**config.mk**
```make
export PLATFORM = sky130hd
export DESIGN_NAME = lru_key_value_cache_core
export DESIGN_NICKNAME = d
export VERILOG_FILES = /design/src/design/lkv_pkg.sv /design/src/design/lkv_datapath.sv /design/src/design/lkv_controller.sv /design/src/design/lru_key_value_cache_core.sv
export SDC_FILE = /design/constraint.sdc
export NUM_CORES = 2
export LEC_CHECK = 0
export ABC_AREA = 1
export BUFFER_PORTS_ARGS = -buffer_cell sky130_fd_sc_hd__buf_4
export CAP_MARGIN = 10
export CORE_UTILIZATION = 42
export CTS_BUF_LIST = sky130_fd_sc_hd__clkbuf_4
export CTS_CLUSTER_SIZE = 8
export DETAILED_ROUTE_END_ITERATION = 7
export GPL_TIMING_DRIVEN = 0
export MAX_ROUTING_LAYER = met4
export SYNTH_ARGS = -nofsm -noshare
export SYNTH_HDL_FRONTEND = slang
export SYNTH_HIERARCHICAL = 1
export SYNTH_SLANG_ARGS = --single-unit
```
**constraint.sdc**
```tcl
create_clock -name clk -period 5.15 [get_ports clk]
set_input_delay 0 -clock clk [delete_from_list [all_inputs] [get_ports clk]]
set_output_delay 0 -clock clk [all_outputs]
set_load 0.01 [all_outputs]
```
**src/design/lkv_pkg.sv**
```systemverilog
// ----------------------------------------------------------------------------
// lkv_pkg
// shared types and constants of the lru key-value cache
// ----------------------------------------------------------------------------
`default_nettype none

package lkv_pkg;

    // default store depth
    localparam int unsigned MAX_ENTRIES_DEFAULT = 16;

    // word fields
    localparam int unsigned KEY_W   = 32;
    localparam int unsigned VALUE_W = 32;

    // configuration
    localparam int unsigned CAP_W       = 5;
    localparam logic [CAP_W-1:0] CAP_RESET = 5'd16;
    localparam int unsigned CFG_ADDR_W  = 3;
    localparam int unsigned CFG_DATA_W  = 32;
    localparam logic        REG_CAPACITY = 1'b0;

    // returned by a get that misses
    localparam logic [VALUE_W-1:0] MISS_VALUE = '1;

    typedef enum logic [2:0] {
        OP_GET_MISS,
        OP_GET_HIT,
        OP_PUT_HIT,
        OP_EVICT,
        OP_INSERT,
        OP_PUT_SKIP
    } op_t;

    typedef struct packed {
        logic load_item;
        logic load_search;
        logic load_result;
        op_t  op;
    } cmd_t;

    typedef struct packed {
        logic is_put;
        logic hit;
        logic need_evict;
        logic lru_found;
        logic free_found;
    } status_t;

endpackage

`default_nettype wire

```
**src/design/lkv_datapath.sv**
```systemverilog
// ----------------------------------------------------------------------------
// lkv_datapath
// entry store, parallel key match, recency ranks and result register
// ----------------------------------------------------------------------------
`default_nettype none

module lkv_datapath #(
    parameter int unsigned MAX_ENTRIES = lkv_pkg::MAX_ENTRIES_DEFAULT
) (
    input  wire logic                              clk,
    input  wire logic                              rst_n,
    input  wire lkv_pkg::cmd_t                     cmd,
    output lkv_pkg::status_t                       status,
    input  wire logic [lkv_pkg::CAP_W-1:0]         capacity,
    input  wire logic                              mode,
    input  wire logic signed [lkv_pkg::KEY_W-1:0]  lookup_key,
    input  wire logic signed [lkv_pkg::VALUE_W-1:0] write_value,
    output logic                                   found,
    output logic signed [lkv_pkg::VALUE_W-1:0]     read_value,
    output logic                                   evicted
);

    localparam int unsigned IW   = (MAX_ENTRIES > 1) ? $clog2(MAX_ENTRIES) : 1;
    localparam int unsigned CW   = $clog2(MAX_ENTRIES + 1);
    localparam int unsigned CMPW = (CW > lkv_pkg::CAP_W) ? CW : lkv_pkg::CAP_W;

    typedef enum logic [1:0] {
        RES_VALUE,
        RES_MISS,
        RES_ZERO
    } res_kind_t;

    // item registers
    logic                          mode_reg;
    logic [lkv_pkg::KEY_W-1:0]     item_key_reg;
    logic [lkv_pkg::VALUE_W-1:0]   item_val_reg;

    // store
    logic [lkv_pkg::KEY_W-1:0]     key_reg   [MAX_ENTRIES];
    logic [lkv_pkg::VALUE_W-1:0]   value_mem [MAX_ENTRIES];
    logic [MAX_ENTRIES-1:0]        valid_reg, valid_next;
    logic [IW-1:0]                 rank_reg  [MAX_ENTRIES];
    logic [IW-1:0]                 rank_next [MAX_ENTRIES];
    logic [CW-1:0]                 count_reg, count_next;

    // search results
    logic [MAX_ENTRIES-1:0]        match, lru_match;
    logic                          hit_c, lru_c, free_c;
    logic [IW-1:0]                 hit_idx_c, lru_idx_c, free_idx_c, hit_rank_c;
    logic [CMPW-1:0]               eff_cap, count_ext, cap_ext;
    logic                          need_evict_c;

    logic                          hit_reg, lru_found_reg, free_found_reg, need_evict_reg;
    logic [IW-1:0]                 hit_idx_reg, lru_idx_reg, free_idx_reg, hit_rank_reg;

    // update
    logic [IW-1:0]                 tgt;
    logic [CW-1:0]                 thr;
    logic                          promote_en, mem_we, mem_re, key_we;

    // result
    logic                          found_reg, evicted_reg;
    res_kind_t                     kind_reg;
    logic [lkv_pkg::VALUE_W-1:0]   rd_data_reg;

    // item capture
    always_ff @(posedge clk)
    begin
        if (cmd.load_item)
        begin
            mode_reg     <= mode;
            item_key_reg <= lookup_key;
            item_val_reg <= write_value;
        end
    end

    // parallel match against every slot
    always_comb
    begin
        for (int i = 0; i < MAX_ENTRIES; i++)
        begin
            match[i]     = valid_reg[i] && (key_reg[i] == item_key_reg);
            lru_match[i] = valid_reg[i] && (CW'(rank_reg[i]) == count_reg - 1'b1);
        end
    end

    always_comb
    begin
        hit_c      = 1'b0;
        lru_c      = 1'b0;
        free_c     = 1'b0;
        hit_idx_c  = '0;
        lru_idx_c  = '0;
        free_idx_c = '0;
        hit_rank_c = '0;
        for (int i = MAX_ENTRIES - 1; i >= 0; i--)
        begin
            if (match[i])
            begin
                hit_c     = 1'b1;
                hit_idx_c = IW'(i);
            end
            if (lru_match[i])
            begin
                lru_c     = 1'b1;
                lru_idx_c = IW'(i);
            end
            if (!valid_reg[i])
            begin
                free_c     = 1'b1;
                free_idx_c = IW'(i);
            end
        end
        // keys are unique among valid slots, so at most one match
        for (int i = 0; i < MAX_ENTRIES; i++)
        begin
            hit_rank_c = hit_rank_c | (match[i] ? rank_reg[i] : '0);
        end
    end

    // capacity clamped to one through the store depth
    always_comb
    begin
        cap_ext   = CMPW'(capacity);
        count_ext = CMPW'(count_reg);
        if (cap_ext == '0)
        begin
            eff_cap = CMPW'(1);
        end
        else if (cap_ext > CMPW'(MAX_ENTRIES))
        begin
            eff_cap = CMPW'(MAX_ENTRIES);
        end
        else
        begin
            eff_cap = cap_ext;
        end
        need_evict_c = (count_ext >= eff_cap);
    end

    always_ff @(posedge clk)
    begin
        if (cmd.load_search)
        begin
            hit_reg        <= hit_c;
            hit_idx_reg    <= hit_idx_c;
            hit_rank_reg   <= hit_rank_c;
            lru_found_reg  <= lru_c;
            lru_idx_reg    <= lru_idx_c;
            free_found_reg <= free_c;
            free_idx_reg   <= free_idx_c;
            need_evict_reg <= need_evict_c;
        end
    end

    assign status = '{
        is_put:     mode_reg,
        hit:        hit_reg,
        need_evict: need_evict_reg,
        lru_found:  lru_found_reg,
        free_found: free_found_reg
    };

    // target slot and aging threshold
    always_comb
    begin
        case (cmd.op)
            lkv_pkg::OP_EVICT:
            begin
                tgt = lru_idx_reg;
                thr = count_reg - 1'b1;
            end
            lkv_pkg::OP_INSERT:
            begin
                tgt = free_idx_reg;
                thr = count_reg;
            end
            default:
            begin
                tgt = hit_idx_reg;
                thr = CW'(hit_rank_reg);
            end
        endcase
    end

    assign promote_en = cmd.load_result && (cmd.op == lkv_pkg::OP_GET_HIT
                        || cmd.op == lkv_pkg::OP_PUT_HIT || cmd.op == lkv_pkg::OP_EVICT
                        || cmd.op == lkv_pkg::OP_INSERT);
    assign key_we     = cmd.load_result && (cmd.op == lkv_pkg::OP_EVICT
                        || cmd.op == lkv_pkg::OP_INSERT);
    assign mem_we     = key_we || (cmd.load_result && cmd.op == lkv_pkg::OP_PUT_HIT);
    assign mem_re     = cmd.load_result && (cmd.op == lkv_pkg::OP_GET_HIT);

    // move to front: younger valid slots age by one
    always_comb
    begin
        rank_next  = rank_reg;
        valid_next = valid_reg;
        count_next = count_reg;
        if (promote_en)
        begin
            for (int i = 0; i < MAX_ENTRIES; i++)
            begin
                if (valid_reg[i] && (CW'(rank_reg[i]) < thr))
                begin
                    rank_next[i] = rank_reg[i] + 1'b1;
                end
            end
            rank_next[tgt] = '0;
            if (cmd.op == lkv_pkg::OP_INSERT)
            begin
                valid_next[tgt] = 1'b1;
                count_next      = count_reg + 1'b1;
            end
        end
    end

    always_ff @(posedge clk or negedge rst_n)
    begin
        if (!rst_n)
        begin
            valid_reg <= '0;
            count_reg <= '0;
            for (int i = 0; i < MAX_ENTRIES; i++)
            begin
                rank_reg[i] <= '0;
            end
        end
        else
        begin
            valid_reg <= valid_next;
            count_reg <= count_next;
            rank_reg  <= rank_next;
        end
    end

    always_ff @(posedge clk)
    begin
        if (key_we)
        begin
            key_reg[tgt] <= item_key_reg;
        end
    end

    // value memory, one port, registered read
    always_ff @(posedge clk)
    begin
        if (mem_we)
        begin
            value_mem[tgt] <= item_val_reg;
        end
        if (mem_re)
        begin
            rd_data_reg <= value_mem[tgt];
        end
    end

    // result word
    always_ff @(posedge clk)
    begin
        if (cmd.load_result)
        begin
            found_reg   <= (cmd.op == lkv_pkg::OP_GET_HIT) || (cmd.op == lkv_pkg::OP_PUT_HIT);
            evicted_reg <= (cmd.op == lkv_pkg::OP_EVICT);
            case (cmd.op)
                lkv_pkg::OP_GET_HIT:  kind_reg <= RES_VALUE;
                lkv_pkg::OP_GET_MISS: kind_reg <= RES_MISS;
                default:              kind_reg <= RES_ZERO;
            endcase
        end
    end

    assign found   = found_reg;
    assign evicted = evicted_reg;

    always_comb
    begin
        case (kind_reg)
            RES_VALUE: read_value = rd_data_reg;
            RES_MISS:  read_value = lkv_pkg::MISS_VALUE;
            default:   read_value = '0;
        endcase
    end

    // fill count tracks the valid bits
    a_count_matches_valid: assert property (@(posedge clk) disable iff (!rst_n)
        $countones(valid_reg) == count_reg)
        else $error("entry count differs from number of valid slots");

    a_count_bounded: assert property (@(posedge clk) disable iff (!rst_n)
        count_reg <= CW'(MAX_ENTRIES))
        else $error("entry count above store depth");

    a_insert_grows: assert property (@(posedge clk) disable iff (!rst_n)
        (cmd.load_result && cmd.op == lkv_pkg::OP_INSERT)
        |=> count_reg == $past(count_reg) + 1'b1)
        else $error("insert did not add an entry");

endmodule

`default_nettype wire

```
**src/design/lkv_controller.sv**
```systemverilog
// ----------------------------------------------------------------------------
// lkv_controller
// sequencer for search and update of one word at a time
// ----------------------------------------------------------------------------
`default_nettype none

module lkv_controller (
    input  wire logic             clk,
    input  wire logic             rst_n,
    input  wire logic             in_valid,
    output logic                  in_ready,
    output logic                  out_valid,
    input  wire logic             out_ready,
    input  wire lkv_pkg::status_t status,
    output lkv_pkg::cmd_t         cmd
);

    typedef enum logic [1:0] {
        ST_IDLE,
        ST_SEARCH,
        ST_UPDATE
    } state_t;

    state_t state_reg, state_next;
    logic   out_valid_reg, out_valid_next;
    logic   out_free;
    logic   in_fire;

    assign in_ready = (state_reg == ST_IDLE) || (state_reg == ST_UPDATE);
    assign in_fire  = in_valid && in_ready;
    assign out_free = !out_valid_reg || out_ready;

    // operation picked from the registered search
    always_comb
    begin
        cmd.load_item   = in_fire;
        cmd.load_search = (state_reg == ST_SEARCH);
        cmd.load_result = (state_reg == ST_UPDATE);
        if (!status.is_put)
        begin
            cmd.op = status.hit ? lkv_pkg::OP_GET_HIT : lkv_pkg::OP_GET_MISS;
        end
        else if (status.hit)
        begin
            cmd.op = lkv_pkg::OP_PUT_HIT;
        end
        else if (status.need_evict && status.lru_found)
        begin
            cmd.op = lkv_pkg::OP_EVICT;
        end
        else if (status.free_found)
        begin
            cmd.op = lkv_pkg::OP_INSERT;
        end
        else
        begin
            cmd.op = lkv_pkg::OP_PUT_SKIP;
        end
    end

    always_comb
    begin
        state_next     = state_reg;
        out_valid_next = out_valid_reg;
        if (out_valid_reg && out_ready)
        begin
            out_valid_next = 1'b0;
        end
        unique case (state_reg)
            ST_IDLE:
            begin
                if (in_valid)
                begin
                    state_next = ST_SEARCH;
                end
            end
            ST_SEARCH:
            begin
                if (out_free)
                begin
                    state_next = ST_UPDATE;
                end
            end
            ST_UPDATE:
            begin
                out_valid_next = 1'b1;
                state_next     = in_valid ? ST_SEARCH : ST_IDLE;
            end
            default:
            begin
                state_next = ST_IDLE;
            end
        endcase
    end

    always_ff @(posedge clk or negedge rst_n)
    begin
        if (!rst_n)
        begin
            state_reg     <= ST_IDLE;
            out_valid_reg <= 1'b0;
        end
        else
        begin
            state_reg     <= state_next;
            out_valid_reg <= out_valid_next;
        end
    end

    assign out_valid = out_valid_reg;

    a_update_presents: assert property (@(posedge clk) disable iff (!rst_n)
        (state_reg == ST_UPDATE) |=> out_valid_reg)
        else $error("update finished without a result word");

endmodule

`default_nettype wire

```
**src/design/lru_key_value_cache_core.sv**
```systemverilog
// ----------------------------------------------------------------------------
// lru_key_value_cache_core
// fully associative key-value cache with least-recently-used replacement
// ----------------------------------------------------------------------------
// a word passes the search state, then the update state, which registers its
// result; search waits while a result is untaken; update takes the next word
// the search compares all keys in parallel; the update moves ranks and writes
// reset: store empty, all ranks zero, capacity 16; no clearing pass needed
// ----------------------------------------------------------------------------
`default_nettype none

module lru_key_value_cache_core #(
    parameter int unsigned MAX_ENTRIES = lkv_pkg::MAX_ENTRIES_DEFAULT
) (
    input  wire logic                                  clk,
    input  wire logic                                  rst_n,
    // input words
    input  wire logic                                  in_valid,
    output logic                                       in_ready,
    input  wire logic                                  mode,
    input  wire logic signed [lkv_pkg::KEY_W-1:0]      lookup_key,
    input  wire logic signed [lkv_pkg::VALUE_W-1:0]    write_value,
    // result words
    output logic                                       out_valid,
    input  wire logic                                  out_ready,
    output logic                                       found,
    output logic signed [lkv_pkg::VALUE_W-1:0]         read_value,
    output logic                                       evicted,
    // configuration
    input  wire logic                                  psel,
    input  wire logic                                  penable,
    input  wire logic                                  pwrite,
    input  wire logic [lkv_pkg::CFG_ADDR_W-1:0]        paddr,
    input  wire logic [lkv_pkg::CFG_DATA_W-1:0]        pwdata,
    output logic [lkv_pkg::CFG_DATA_W-1:0]             prdata,
    output logic                                       pready
);

    lkv_pkg::cmd_t    cmd;
    lkv_pkg::status_t status;

    logic [lkv_pkg::CAP_W-1:0] capacity_reg;
    logic                      cfg_write;

    // register index sits at bit 2 of the byte address
    assign pready    = 1'b1;
    assign cfg_write = psel && penable && pwrite && pready;

    // capacity register, only index zero exists; other writes fall away
    always_ff @(posedge clk or negedge rst_n)
    begin
        if (!rst_n)
        begin
            capacity_reg <= lkv_pkg::CAP_RESET;
        end
        else if (cfg_write && (paddr[2] == lkv_pkg::REG_CAPACITY))
        begin
            capacity_reg <= pwdata[lkv_pkg::CAP_W-1:0];
        end
    end

    // read back
    always_comb
    begin
        prdata = '0;
        if (paddr[2] == lkv_pkg::REG_CAPACITY)
        begin
            prdata = lkv_pkg::CFG_DATA_W'(capacity_reg);
        end
    end

    // sequencer: idle, search, update; accepts the next word during update
    lkv_controller u_ctrl (
        .clk       (clk),
        .rst_n     (rst_n),
        .in_valid  (in_valid),
        .in_ready  (in_ready),
        .out_valid (out_valid),
        .out_ready (out_ready),
        .status    (status),
        .cmd       (cmd)
    );

    // store, match, ranks and result register
    lkv_datapath #(
        .MAX_ENTRIES (MAX_ENTRIES)
    ) u_dp (
        .clk         (clk),
        .rst_n       (rst_n),
        .cmd         (cmd),
        .status      (status),
        .capacity    (capacity_reg),
        .mode        (mode),
        .lookup_key  (lookup_key),
        .write_value (write_value),
        .found       (found),
        .read_value  (read_value),
        .evicted     (evicted)
    );

endmodule

`default_nettype wire
```
==> flow_metrics.tcl <==
set metrics [dict create \
    crit_buf_inv 2 \
    synth_warnings 6 \
    r2r_slack_ns -0.02 \
    insertion_delay_ns 1.26 \
    fin_nets 5133 \
    grt.overflow.total 0 \
    setup_viol 2 \
    post_dp_cell_area_sq_mm 0.05722 \
    grt_max_degree 66 \
    vias 38610 \
    antenna_found_initial 12 \
    synth-compound-area-share_pct 11.21 \
    gp_congestion 0.9131 \
    grt.total_usage_pct 28.08 \
    crit_path_end_kind "flip-flop" \
    tritoncts "done" \
    dr.pass1.iters 5 \
    grt_pass1_wl_um 248200 \
    violations "setup timing" \
    fin_skew_ns 0.08770 \
    initial_core_util_pct 42.28 \
    ios 176 \
    async_flop_share_pct 7.512 \
    synth_flop_cell "edfxtp_1" \
    synth_top_family_by_area "compound AO/OA/AOI/OAI gates" \
    drc 0 \
    max_freq_mhz 193.3 \
    drtIter0Drc 4893 \
    place_ws_ns -0.4207 \
    wl_per_cell_um 25.69 \
    cp_max_fo 18 \
    yosys.area_share.xor_xnor_pct 3.196 \
    cts_buffers 336 \
    area_delta_synth_final_pct 20.01 \
    synth_edf_count 1145 \
    hold_path_class "in -> reg" \
    cts.clk_slew.worst_paths_ns 0.07 \
    vias_per_cell 5.665 \
    stdcell_area_sq_mm 0.06371 \
    fp.dieW_um 357.5 \
    dieHeight_um 357.5 \
    fin_tns_setup_ns -0.03498 \
    pwr_density_cell_mw_per_mm2 376.3 \
    syn_avg_cell_area_sq_um 12.65 \
    drive_gt1_share_pct 18.50 \
    period_needed_ns 5.173 \
    slowest_stage "edfxtp_1" \
    holdPathStages 5 \
    cp.arrival_ns 6.07 \
    slew_violations 0 \
    yosysSeqAreaShare_pct 69.15 \
    crit_start "u_dp/item_key_reg[29]$_DFFE_PP_" \
    dp_hpwl_um 110800 \
    slew_headroom_pct 6.066 \
    post-route-period-util_pct 100.4 \
    crit_path_start_kind "flip-flop" \
    ant_nets 0 \
    cp_top_family "simple AND/OR/NAND/NOR gates" \
    cts_buffer_depth 4 \
    status "finished, violations left" \
    r2r_cells 12 \
    tightest_slew_ns 1.409 \
    htreeDepth 5 \
    slowest_delay_ns 1.24 \
    wl_um 175100 \
    hold_ws_ns 0.1289 \
    cpMostUsedCell "nand2_1" \
    yosys.area_share.simple_pct 10.36 \
    fin_ws_ns -0.02262 \
    leakage_nw 23.03 \
    grt_pass1_vias 37108 \
    rsz0062_at_grt "true" \
    die_area_sq_mm 0.1278 \
    synthesis.area_sq_mm 0.05309 \
    rr_endpoint "u_dp/hit_idx_reg[0]$_SDFFCE_PN0P_" \
    worst-setup-path-type "reg -> reg" \
    synthCells 4197 \
    ys_types 65 \
    synthMuxAreaShare_pct 0 \
    core_sq_mm 0.1256 \
    synth-seq-cells 1238 \
    rows 130 \
    synth_fa_ha_area_share_pct 1.673 \
    hold_viol 0 \
    drv_cap 0 \
    path_cells "inv_1, clkbuf_1, a211oi_1, nand4_1, nor4_1, nand2_1, nand2_1, nand2_1, nand2_1, nand2_1, nand2_1, a21oi_1" \
    cts-root-buf "clkbuf_4" \
    ir_worst_vdd_mv 0.2504 \
    crit_path_end "u_dp/hit_idx_reg[0]$_SDFFCE_PN0P_" \
    r2r_start "u_dp/item_key_reg[29]$_DFFE_PP_" \
    worstPathRequired_ns 6.05 \
    numPortBuffers 118 \
    cts_num_sinks 1238 \
    fillers 10867 \
    crit_cells 12 \
]
==> power by group <==
part	internal (mW)	switching (mW)	total, mW
Sequential	11.3	0.415	11.7
Combinational	1.25	2.51	3.76
Clock	4.57	3.93	8.51
Total	17.1	6.86	24.0
==> worst min path at each step <==
stage | start | to | slack (ns)
4_1_cts | in_valid | u_ctrl/state_reg[0]$_DFFE_PN0P_ | 0.01
2_1_floorplan | rst_n | capacity_reg[0]$_DFFE_PN0P_ | -0.30
5_1_grt | write_value[3] | u_dp/item_val_reg[3]$_DFFE_PP_ | 0.09
3_3_place_gp | write_value[29] | u_dp/item_val_reg[29]$_DFFE_PP_ | 0.18
3_5_place_dp | rst_n | capacity_reg[2]$_DFFE_PN0P_ | -0.006
6_report | in_valid | u_ctrl/state_reg[0]$_DFFE_PN0P_ | 0.13
==> worst reg2reg max path, delay by kind of cell (launching register included) <==
kind / cells / cell delay [ns]
buffers and inverters: 2 / 1.09
AO/OA/AOI/OAI: 2 / 0.45
flip-flops: 1 / 1.24
AND/OR/NAND/NOR: 8 / 2.05
==> cells in the final DEF, fill, tap and decap left out, types with 28 or more instances in the layout <==
master         instances
edfxtp_1            1145
nand2_1              536
clkbuf_4             487
nor2_1               330
inv_1                282
a22oi_1              249
a21oi_1              225
dlygate4sd3_1        220
o21ai_0              185
buf_4                172
xor2_1                97
o22ai_1               96
xnor2_1               93
dfrtp_1               92
buf_2                 92
nand3_1               86
ha_1                  71
nand4_1               51
clkbuf_1              49
nor4_1                47
clkinv_1              46
a211oi_1              38
nor2_4                37
nor3_1                34
or3_1                 33
or2_0                 32
or2_2                 32
conb_1                28
==> synthesized netlist by cell type (all sizes together) (4+ instances only) <==
cell	instances	area [sq um]
nand4	51	319.1
a221oi	25	219.0
nand3	86	430.4
ha	71	888.4
nor3	34	170.2
clkinv	11	41.29
nor4b	6	52.55
nor4	47	294.0
xnor2	93	814.5
a21oi	228	1156
or2	64	400.4
nor3b	9	67.56
clkbuf	51	193.9
nand2	541	2053
o211ai	11	87.58
a22o	24	210.2
buf	153	955.9
o2111ai	21	183.9
o221ai	4	35.03
a22oi	259	1994
nor2	372	1439
a211oi	43	347.8
and2	4	25.03
inv	304	1144
or3	33	206.5
xor2	99	882.1
edfxtp	1145	34380
o22ai	96	600.6
o21ai	193	969.7
dfrtp	92	2302
==> metal layers <==
metal  GRT usage [%]  share of wire [%]
met5               -                  0
met4           13.72                4.3
met3           5.232                9.8
met2           43.05                 46
met1           35.92                 39
==> final cells by class <==
type                    instances  area (sq um)  area share (%)
inverters                     315          1185           1.860
clock buffers                 487          3656           5.738
multi-input cells            2466         14440           22.66
well taps                    1650          2064           3.240
diodes                         14         35.03         0.05498
flip-flops and latches       1238         36710           57.62
repair buffers                394          4134           6.488
clock inverters                48         342.8          0.5381
plain buffers                 204          1150           1.805
==> metrics by stage <==
step / power, mW / utilization (%) / std cells
6_report: 23.98 / 50.74 / 6816
2_1_floorplan: 13.84 / - / 4223
5_1_grt: 24.93 / 50.74 / 6816
4_1_cts: 24.04 / 50.61 / 6794
3_5_place_dp: 15.43 / 45.57 / 6028
3_3_place_gp: 15.29 / 44.71 / 5991
==> cell families (layout without fill, tap and decap cells) <==
| logic type | after synthesis | in the layout |
|---|---|---|
| AND/OR/NAND/NOR | 1253 | 1253 |
| flip-flops | 1238 | 1238 |
| adder cells (fa/ha/maj) | 71 | 71 |
| AO/OA/AOI/OAI | 922 | 922 |
| XOR/XNOR | 192 | 192 |
| other | 2 | 42 |
| buffers and inverters | 519 | 1448 |
==> timing repair <==
action | CTS | global route
cloned | 0 | 0
gates resized for setup | 0 | 1
hold buffers | 221 | 0
hold endpoints to repair | 231 | 0
setup endpoints to repair | 9 | 9
pin swaps | 0 | 1
buffers inserted | 10 | 5
Power figures use the tool's default switching activity.
